`src/vps_pkg.sv`:
```
`default_nettype none
package vps_pkg;

    localparam int unsigned DEF_CHUNK_EDGE   = 32;
    localparam int unsigned DEF_PALETTE_SIZE = 256;
    localparam int unsigned DEF_KEY_BITS     = 16;

    localparam int unsigned MATCH_GROUP = 16;

    typedef enum logic [2:0] {
        ST_CLEAR,
        ST_IDLE,
        ST_READ,
        ST_GROUP,
        ST_SELECT,
        ST_WRITE,
        ST_FREE,
        ST_DONE
    } vps_state_t;

    typedef struct packed {
        logic clr;
        logic accept;
        logic rd_cell;
        logic group;
        logic sel_id;
        logic wr_new;
        logic rel_old;
        logic load_out;
    } vps_cmd_t;

    typedef struct packed {
        logic clear_last;
        logic out_free;
    } vps_status_t;

    function automatic logic [4:0] wrap_coord(input logic [4:0] v, input int unsigned span);
        logic [5:0] r;
        r = {1'b0, v};
        for (int i = 0; i < 8; i++)
        begin
            if (r >= 6'(span))
            begin
                r = r - 6'(span);
            end
        end
        return r[4:0];
    endfunction

endpackage
`default_nettype wire

```
`src/vps_ctrl.sv`:
```
`default_nettype none
module vps_ctrl
    import vps_pkg::*;
(
    input  wire logic        clk,
    input  wire logic        rst_n,
    input  wire logic        in_valid,
    output logic             in_ready,
    input  wire vps_status_t stat,
    output vps_cmd_t         cmd
);

    vps_state_t state_reg;
    vps_state_t state_next;

    always_ff @(posedge clk or negedge rst_n)
    begin
        if (!rst_n)
        begin
            state_reg <= ST_CLEAR;
        end
        else
        begin
            state_reg <= state_next;
        end
    end

    always_comb
    begin
        state_next = state_reg;
        cmd        = '0;
        in_ready   = 1'b0;
        unique case (state_reg)
            ST_CLEAR:
            begin
                cmd.clr = 1'b1;
                if (stat.clear_last)
                begin
                    state_next = ST_IDLE;
                end
            end
            ST_IDLE:
            begin
                in_ready = 1'b1;
                if (in_valid)
                begin
                    cmd.accept = 1'b1;
                    state_next = ST_READ;
                end
            end
            ST_READ:
            begin
                cmd.rd_cell = 1'b1;
                state_next  = ST_GROUP;
            end
            ST_GROUP:
            begin
                cmd.group  = 1'b1;
                state_next = ST_SELECT;
            end
            ST_SELECT:
            begin
                cmd.sel_id = 1'b1;
                state_next = ST_WRITE;
            end
            ST_WRITE:
            begin
                cmd.wr_new = 1'b1;
                state_next = ST_FREE;
            end
            ST_FREE:
            begin
                cmd.rel_old = 1'b1;
                state_next  = ST_DONE;
            end
            ST_DONE:
            begin
                if (stat.out_free)
                begin
                    cmd.load_out = 1'b1;
                    state_next   = ST_IDLE;
                end
            end
            default:
            begin
                state_next = ST_IDLE;
            end
        endcase
    end

endmodule
`default_nettype wire

```
`config.mk`:
```
export PLATFORM = sky130hd
export DESIGN_NAME = vps_ctrl
export DESIGN_NICKNAME = d
export VERILOG_FILES = /design/src/vps_pkg.sv /design/src/vps_ctrl.sv
export SDC_FILE = /design/constraint.sdc
export NUM_CORES = 1
export LEC_CHECK = 0
export ABC_AREA = 1
export BUFFER_PORTS_ARGS = -buffer_cell sky130_fd_sc_hd__buf_2
export CAP_MARGIN = 20
export CORE_AREA = 2 2 39 41
export DETAILED_ROUTE_END_ITERATION = 8
export DIE_AREA = 0 0 41 43
export PLACE_DENSITY = 0.49
export SETUP_SLACK_MARGIN = 0.02
export SLEW_MARGIN = 15
export SYNTH_ARGS = -nofsm -noshare
export SYNTH_HDL_FRONTEND = slang
export SYNTH_SLANG_ARGS = --single-unit
```
`constraint.sdc`:
```
create_clock -name clk -period 2 [get_ports clk]
set_clock_uncertainty 0.2 [all_clocks]
set_input_delay 0 -clock clk [delete_from_list [all_inputs] [get_ports clk]]
set_output_delay 0 -clock clk [all_outputs]
set_load 0.02 [all_outputs]
```
==> results of run 1 <==
-- cell usage after synthesis --
cell type | count | area share
dfrtp_1 | 3 | 0.35
nor3_2 | 1 | 0.046
a21boi_1 | 1 | 0.035
inv_2 | 2 | 0.035
nand3b_1 | 1 | 0.035
nor2_2 | 1 | 0.029
nand2_1 | 5 | 0.087
nor2_1 | 7 | 0.12
inv_1 | 6 | 0.10
nor3_1 | 2 | 0.046
nand3_1 | 1 | 0.023
a21oi_1 | 2 | 0.046
nand3_2 | 1 | 0.046
-- per-layer routing --
| layer | up-vias | routed length, um | part of all wire | track usage |
|---|---|---|---|---|
| met4 | 0 | 0 | 0 | 0.06000 |
| li1 | 149 | - | - | - |
| met5 | - | 0 | 0 | 0 |
| met3 | 0 | 31 | 0.054 | 0.06283 |
| met1 | 130 | 262 | 0.46 | 0.08414 |
| met2 | 7 | 276 | 0.48 | 0.09375 |
-- layout make-up --
| type | instances | area (um2) | share of cell area |
|---|---|---|---|
| inverter | 8 | 30.03 | 0.07742 |
| multi-input combinational | 22 | 111.4 | 0.2871 |
| sequential | 3 | 75.07 | 0.1935 |
| tap | 16 | 20.02 | 0.05161 |
| clock buffer | 4 | 26.28 | 0.06774 |
| timing repair buffer | 19 | 125.1 | 0.3226 |
-- through the flow --
step	instance area, um2	setup WS [ns]	utilization	power, mW	std cells
after floorplan	216.5	0.7474	-	0.3528	33
after global placement	301.5	0.8160	0.2179	0.4483	62
after detailed placement	301.5	0.8550	0.2179	0.4422	62
after CTS	387.9	0.2987	0.2803	0.6043	72
after global routing	387.9	0.1988	0.2803	0.6493	72
final	387.9	0.3021	0.2803	0.5988	72
-- cells in the final DEF (no fill, tap or decap) --
| cell | n |
|---|---|
| buf_2 | 13 |
| nor3_1 | 2 |
| inv_2 | 2 |
| nor2_1 | 7 |
| nand3b_1 | 1 |
| nand3_1 | 1 |
| clkbuf_1 | 1 |
| a21oi_1 | 2 |
| a21boi_1 | 1 |
| nand2_1 | 5 |
| inv_1 | 6 |
| dlygate4sd3_1 | 6 |
| nor2_2 | 1 |
| dfrtp_1 | 3 |
| clkbuf_4 | 3 |
| nand3_2 | 1 |
| nor3_2 | 1 |
-- final timing paths --
| kind | from | to | slack, ns | cells past startpoint |
|---|---|---|---|---|
| max in group asynchronous | rst_n | state_reg[1] | 1.01 | 3 |
| hold reg to reg | state_reg[2] | state_reg[2] | 0.50 | 2 |
| setup / recovery | state_reg[0] | state_reg[0] | 0.30 | 4 |
| setup reg to reg | state_reg[0] | state_reg[0] | 0.30 | 4 |
| min in group clk | stat[1] | state_reg[0] | 0.48 | 4 |
| hold / removal | rst_n | state_reg[0] | 0.44 | 3 |
-- logic make-up (layout without fill, tap and decap cells) --
logic type | after synthesis | after routing | synth area share
AO/OA/AOI/OAI | 3 | 3 | 0.08094
buffers and inverters | 8 | 31 | 0.1387
flip-flops | 3 | 3 | 0.3468
AND/OR/NAND/NOR | 19 | 19 | 0.4336
-- critical path, stage by stage, from the launching register on --
cell	delay, ns
dfrtp_1	0.43
nor2_1	0.15
nand3b_1	0.11
a21boi_1	0.13
dlygate4sd3_1	0.55
-- power groups by stage --
stage	registers [mW]	logic [mW]	clock network (mW)
final	0.136	0.357	0.105
after global routing	0.142	0.388	0.119
after CTS	0.136	0.357	0.111
after detailed placement	0.137	0.305	0
after global placement	0.138	0.310	0
after floorplan	0.128	0.224	0
==> impl_metrics.csv, run 1 <==
group,metric,value,unit
outcome,status,"finished clean",
setup_path,critical_path.max_fanout,6,
cts,cts_tree,"yes",
cts,numCtsBuffers,3,
logic_synthesis,synthesis.area,216.5,um2
setup_path,critical_path_class,"reg -> reg",
timing,setup_tns,0,ns
placed_design,gp_congestion,0.7320,
detailed_routing,routed_via_density,3.972,
power_and_ir_drop,power_leakage,0.2281,nW
timing,setup_violations,0,
flow_run,drv_cap,0,
floorplanning,start_util,0.1564,
power_and_ir_drop,switchingPower,0.2877,mW
timing,min_period,1.698,ns
global_routing,antenna_found_initial,0,
cts,root_buffer,"clkbuf_4",
cells_and_area,syn_to_final_growth,79.19,%
detailed_routing,drt-initial-drc-count,11,
min_path,hold_path_class,"in -> async",
power_and_ir_drop,p_per_area,1544,mW/mm2
power_and_ir_drop,p_comb_frac,0.597,
floorplanning,core,0.001384,mm2
cts,clkTransAtPathRegs,0.04,ns
floorplanning,fp.dieW,41,um
power_and_ir_drop,peakVddDrop,0.0004138,V
power_and_ir_drop,power_switching_share,0.4805,
logic_synthesis,ys_ff_latch,3,
logic_synthesis,seq_area_frac_synth,0.3468,
detailed_routing,drc,0,
detailed_routing,first_pass_iters,2,
setup_path,critPathCaptureType,"register",
setup_path,crit_arrival,1.61,ns
placed_design,portBuffers,13,
detailed_routing,vias,286,
setup_path,required,1.91,ns
cts,htree_num_levels,1,
power_and_ir_drop,internal-power,0.3111,mW
timing,max_slew_margin,0.8680,
global_routing,grt_pass1_vias,220,
cts,postCtsResizedCells,0,
cts,clk_latency,0.23,ns
power_and_ir_drop,pwr-share-clk,0.176,
global_routing,grt_use_total,0.07746,
floorplanning,fp.dieArea,0.001763,mm2
timing,tightestPinTransition,0.1980,ns
timing,period_share,0.8490,
logic_synthesis,syn_area_per_cell,6.559,um2
setup_path,cp-start-kind,"register",
cells_and_area,drive_gt1_frac,0.3750,
cts,clock-sinks,3,
global_routing,grt_max_degree,8,
global_routing,grt_pass1_wl,834,um
cts,post-cts-setup-buffers,0,
timing,finalHoldViolations,0,
logic_synthesis,ys_warn_count,0,
cts,holdBufCountCts,6,
placed_design,hpwl,439,um
cells_and_area,n_antenna_cell,0,
detailed_routing,ant_nets,0,
floorplanning,num_io_pins,14,
detailed_routing,avgRoutedWirePerCell,7.917,um
timing,finalMaxSlewViolations,0,
floorplanning,num_rows,14,
logic_synthesis,syn_nets,38,
logic_synthesis,synth_cells,33,
cells_and_area,final_net_count,62,
cells_and_area,largest_reg_flops,3,
logic_synthesis,ys_types,13,
detailed_routing,drt-total-wl,570,um
floorplanning,fp.dieH,43,um
global_routing,grt-ovfl-total,0,
power_and_ir_drop,seq_power_share,0.227,
timing,rsz0062_at_grt,"false",
cts,clock_path_buffers,2,
timing,fmax,589.0,MHz
timing,hold_ws,0.4444,ns
cells_and_area,nFillCells,167,
No activity file was read; power rests on OpenSTA's default activity.
==> run 2: changes to the inputs <==
==> constraint.sdc (replaced) <==
create_clock -name clk -period 1.76 [get_ports clk]
set_clock_uncertainty 0.2 [all_clocks]
set_input_delay 0 -clock clk [delete_from_list [all_inputs] [get_ports clk]]
set_output_delay 0 -clock clk [all_outputs]
set_load 0.02 [all_outputs]
==> run 2 against run 1 <==
Against the previous run:
- critical path depth did not move
- global-route usage did not move
- via count rose by 0.35%
- utilization rose by 0.27 points
- count of clock-buffer cells in the layout did not move
- non-clock buffer count did not move
- register-to-register slack got worse by 0.22 ns
- largest power group unchanged
==> impl_metrics.csv, run 2 (synthesized netlist as in run 1, its figures left out) <==
group,metric,value,unit
outcome,status,"finished clean",
detailed_routing,vias,287,
detailed_routing,first_pass_iters,4,
cells_and_area,drive_gt1_frac,0.4107,
detailed_routing,routed_via_density,3.986,
cells_and_area,syn_to_final_growth,80.92,%
setup_path,r2r_cells,4,
floorplanning,core,0.001384,mm2
timing,setup_violations,0,
setup_path,critPathCaptureType,"register",
timing,finalMaxSlewViolations,0,
setup_path,critical_path.max_fanout,6,
floorplanning,num_rows,14,
timing,fmax,597.0,MHz
cts,clock-sinks,3,
cts,root_buffer,"clkbuf_4",
setup_path,r2r-end,"state_reg[0]",
cells_and_area,design_area,391.6,um2
global_routing,grt_pass1_vias,220,
cts,numCtsBuffers,3,
floorplanning,fp.dieH,43,um
setup_path,required,1.67,ns
timing,max_slew_margin,0.8631,
cts,htree_num_levels,1,
flow_run,drv_cap,0,
cells_and_area,largest_reg_flops,3,
cts,clkTransAtPathRegs,0.04,ns
floorplanning,start_util,0.1564,
global_routing,grt-ovfl-total,0,
power_and_ir_drop,peakVddDrop,0.0004991,V
cells_and_area,nFillCells,166,
power_and_ir_drop,power_leakage,0.2272,nW
cts,post-cts-setup-buffers,0,
setup_path,cp-endpoint,"state_reg[0]",
setup_path,critical_path_class,"reg -> reg",
global_routing,grt_max_degree,8,
cts,cts_tree,"yes",
setup_path,rrSetupSlack,0.09,ns
cells_and_area,layout_commonest_cell,"buf_2",
detailed_routing,drt-total-wl,571,um
placed_design,dpl_cell_area,301.5,um2
timing,period_share,0.9517,
cells_and_area,final_cell_mix,"buf_2, nor2_1, inv_1, dlygate4sd3_1, nand2_1",
setup_path,cp-start-kind,"register",
global_routing,grt_use_total,0.07746,
timing,rsz0062_at_grt,"true",
floorplanning,fp.dieW,41,um
placed_design,portBuffers,13,
min_path,hold_path_class,"in -> async",
setup_path,crit_path_start,"state_reg[0]",
power_and_ir_drop,finalPower,0.6879,mW
floorplanning,fp.dieArea,0.001763,mm2
detailed_routing,ant_nets,0,
cells_and_area,n_antenna_cell,0,
floorplanning,num_io_pins,14,
timing,setup_tns,0,ns
setup_path,crit_arrival,1.58,ns
global_routing,grt_pass1_wl,834,um
placed_design,hpwl,439,um
detailed_routing,avgRoutedWirePerCell,7.931,um
cells_and_area,final_net_count,62,
detailed_routing,drt-initial-drc-count,8,
detailed_routing,drc,0,
timing,hold_ws,0.4446,ns
timing,min_period,1.675,ns
placed_design,gp_congestion,0.7320,
setup_path,r2r-start,"state_reg[0]",
cts,clk_latency,0.23,ns
timing,finalHoldViolations,0,
global_routing,antenna_found_initial,0,
cts,clock_path_buffers,2,
power_and_ir_drop,p_per_area,1756,mW/mm2
timing,tightestPinTransition,0.2053,ns
## run 2: layer usage
| metal | track usage | vias to the layer above | share of wire |
|---|---|---|---|
| li1 | - | 148 | - |
| met1 | 0.08414 | 130 | 0.44 |
| met2 | 0.09375 | 9 | 0.49 |
| met3 | 0.06283 | 0 | 0.065 |
| met4 | 0.06000 | 0 | 0 |
| met5 | 0 | - | 0 |
## run 2: worst min path at each step
stage	from	to	slack [ns]	cells past startpoint
global placement	rst_n	state_reg[0]	-0.40	1
global route	rst_n	state_reg[0]	0.45	3
floorplan	rst_n	state_reg[0]	-0.50	0
CTS	rst_n	state_reg[0]	0.43	3
finish	rst_n	state_reg[0]	0.44	3
detailed placement	rst_n	state_reg[0]	-0.40	1
## run 2: power by group
part	internal [mW]	leakage, nW	total [mW]	switching (mW)
Sequential	0.106	0.0320	0.161	0.0545
Clock	0.0849	0.0150	0.120	0.0347
Combinational	0.167	0.180	0.408	0.241
Total	0.358	0.227	0.688	0.330
## run 2: layout make-up
cell class              count  area [um2]  share of cell area
clock buffers               4       26.28             0.06709
inverters                   8       30.03             0.07668
flip-flops and latches      3       76.32              0.1949
repair buffers             19       125.1              0.3195
multi-input cells          22       113.9              0.2907
well taps                  16       20.02             0.05112
## run 2: critical path, stage by stage, from the launching register on
cell and delay [ns]:
dfrtp_2 0.44, nor2_2 0.13, nand3b_1 0.10, a21boi_1 0.13
dlygate4sd3_1 0.55
## run 2: what timing repair did
action,4_1_cts,5_1_grt
resized for setup,0,2
endpoints found under the hold margin,6,0
endpoints found under the setup margin,0,2
hold buffers,6,0
## run 2: through the flow
| stage | std cells | setup slack [ns] | util |
|---|---|---|---|
| 2_1_floorplan | 33 | 0.5074 | - |
| 3_3_place_gp | 62 | 0.5760 | 0.2179 |
| 3_5_place_dp | 62 | 0.6150 | 0.2179 |
| 4_1_cts | 72 | 0.05868 | 0.2803 |
| 5_1_grt | 72 | 0.003637 | 0.2830 |
| 6_report | 72 | 0.08509 | 0.2830 |
==> run 3: changes to the inputs <==
--- a/config.mk
+++ b/config.mk
@@ -8,10 +8,11 @@
 export ABC_AREA = 1
 export BUFFER_PORTS_ARGS = -buffer_cell sky130_fd_sc_hd__buf_2
 export CAP_MARGIN = 20
-export CORE_AREA = 2 2 39 41
+export CORE_AREA = 10 10 47 49
 export DETAILED_ROUTE_END_ITERATION = 8
-export DIE_AREA = 0 0 41 43
+export DIE_AREA = 0 0 57 59
 export PLACE_DENSITY = 0.49
+export RECOVER_POWER = 100
 export SETUP_SLACK_MARGIN = 0.02
 export SLEW_MARGIN = 15
 export SYNTH_ARGS = -nofsm -noshare
==> run 3 against run 2 <==
Against the previous run:
- clock power about the same
- highest routed layer unchanged
- critical path type unchanged
- die area grew 91%
- count of clock-buffer cells in the layout is the same
- largest cell class unchanged
==> impl_metrics.csv, run 3 (synthesized netlist as in run 1, its figures left out) <==
group,metric,value,unit
detailed_routing,avgRoutedWirePerCell,9.389,um
timing,rsz0062_at_grt,"false",
placed_design,hpwl,537.6,um
timing,tightestPinTransition,0.2838,ns
min_path,hold_path_class,"in -> async",
global_routing,grt_pass1_wl,1.090,mm
cts,cts_tree,"yes",
flow_run,drv_cap,0,
setup_path,worstPathCellList,"nor2_2 > nand3b_1 > a21boi_1 > dlygate4sd3_1",
timing,min_period,1.669,ns
detailed_routing,drt-initial-drc-count,4,
detailed_routing,ant_nets,0,
timing,finalHoldViolations,0,
global_routing,grt-ovfl-total,0,
placed_design,portBuffers,13,
power_and_ir_drop,switchingPower,0.3381,mW
timing,setup_ws,0.09128,ns
setup_path,rrSetupSlack,0.09,ns
timing,fmax,599.3,MHz
timing,max_slew_margin,0.8116,
timing,hold_ws,0.4313,ns
cts,root_buffer,"clkbuf_4",
floorplanning,num_io_pins,14,
cts,clk_latency,0.23,ns
power_and_ir_drop,seq_power_share,0.248,
cells_and_area,nFillCells,177,
timing,setup_tns,0,ns
detailed_routing,first_pass_iters,2,
cells_and_area,layout_commonest_cell,"clkbuf_1",
cells_and_area,n_antenna_cell,0,
timing,setup_violations,0,
power_and_ir_drop,power_leakage,0.1915,nW
global_routing,grt_use_total,0.04398,
setup_path,crit_family,"buffers and inverters",
floorplanning,fp.dieW,57,um
setup_path,cp_slowest_stage_delay,0.55,ns
setup_path,critical_path_class,"reg -> reg",
cells_and_area,largest_reg_flops,3,
floorplanning,num_rows,14,
detailed_routing,routed_via_density,3.875,
setup_path,critical_path_cell_count,4,
cells_and_area,final_cell_mix,"clkbuf_1, nor2_1, inv_1, dlygate4sd3_1",
cells_and_area,syn_to_final_growth,76.30,%
floorplanning,core,0.001401,mm2
setup_path,required,1.67,ns
floorplanning,fp.dieH,59,um
setup_path,r2r-end,"state_reg[0]",
timing,period_share,0.9481,
setup_path,crit_slowest_cell,"dlygate4sd3_1",
detailed_routing,vias,279,
placed_design,gp_congestion,0.7148,
cells_and_area,drive_gt1_frac,0.2857,
cts,clock-sinks,3,
floorplanning,fp.dieArea,0.003363,mm2
setup_path,worst-path-buf-inv,1,
cts,clkTransAtPathRegs,0.04,ns
placed_design,dpl_worst_slack,0.6133,ns
setup_path,crit_arrival,1.58,ns
cts,htree_num_levels,1,
cells_and_area,final_net_count,62,
setup_path,critPathCaptureType,"register",
floorplanning,start_util,0.1545,
power_and_ir_drop,peakVddDrop,0.0005686,V
cts,numCtsBuffers,3,
power_and_ir_drop,p_comb_frac,0.574,
detailed_routing,drc,0,
power_and_ir_drop,internal-power,0.3476,mW
setup_path,r2r_cells,4,
detailed_routing,drt-total-wl,676,um
setup_path,critical_path.max_fanout,6,
power_and_ir_drop,power_switching_share,0.4931,
cts,clock_path_buffers,2,
power_and_ir_drop,pwr-share-clk,0.178,
global_routing,grt_max_degree,8,
global_routing,antenna_found_initial,0,
global_routing,grt_pass1_vias,266,
outcome,status,"finished clean",
power_and_ir_drop,p_per_area,1797,mW/mm2
setup_path,cp-start-kind,"register",
setup_path,r2r-start,"state_reg[1]",
timing,finalMaxSlewViolations,0,
[run 3: changes by cell type in the layout (fill, tap and decap cells not counted), sizes merged]
cell    previous run  this run
buf               13         5
clkbuf             4        12
[run 3: layout make-up]
type / instances / area [um2] / area share
Tap cell: 16 / 20.02 / 0.05246
Timing Repair Buffer: 19 / 115.1 / 0.3016
Inverter: 8 / 32.53 / 0.08525
Multi-Input combinational cell: 22 / 108.9 / 0.2852
Clock buffer: 4 / 26.28 / 0.06885
Sequential cell: 3 / 78.83 / 0.2066
[run 3: how the worst max path moves through the flow]
| stage | from | to | slack (ns) |
|---|---|---|---|
| 2_1_floorplan | state_reg[2] | state_reg[2] | 0.51 |
| 3_3_place_gp | state_reg[0] | state_reg[0] | 0.58 |
| 3_5_place_dp | state_reg[0] | state_reg[0] | 0.61 |
| 4_1_cts | state_reg[0] | state_reg[0] | 0.06 |
| 5_1_grt | state_reg[1] | state_reg[0] | 0.02 |
| 6_report | state_reg[1] | state_reg[0] | 0.09 |
[run 3: worst reg2reg max path, delay by kind of cell (launching register included)]
kind / cells / cell delay, ns
simple gates: 2 / 0.22
compound gates: 1 / 0.13
buf+inv: 1 / 0.55
flops: 1 / 0.44
[run 3: repair_timing]
| item | CTS | global route |
|---|---|---|
| hold buffers | 6 | 0 |
| setup endpoints to repair | 0 | 2 |
| endpoints found under the hold margin | 6 | 0 |
| setup buffers | 0 | 0 |
| gates resized for setup | 0 | 5 |
[run 3: power groups by stage]
stage	clock network (mW)	logic [mW]	registers (mW)
6_report	0.122	0.394	0.170
3_3_place_gp	0	0.358	0.157
5_1_grt	0.133	0.448	0.177
4_1_cts	0.127	0.412	0.154
2_1_floorplan	0	0.255	0.146
3_5_place_dp	0	0.352	0.155
[run 3: per-layer routing]
| metal | global-route usage | part of all wire | vias up |
|---|---|---|---|
| li1 | - | - | 148 |
| met1 | 0.04250 | 0.50 | 123 |
| met2 | 0.06202 | 0.45 | 8 |
| met3 | 0.03648 | 0.050 | 0 |
| met4 | 0.03020 | 0 | 0 |
| met5 | 0 | 0 | - |
[run 3: stage by stage]
stage	util	instances	total power [mW]	area, um2
after floorplan	-	33	0.4009	216.5
after global placement	0.2152	62	0.5147	301.5
after detailed placement	0.2152	62	0.5073	301.5
after CTS	0.2768	72	0.6930	387.9
after global routing	0.2723	72	0.7574	381.6
final	0.2723	72	0.6857	381.6
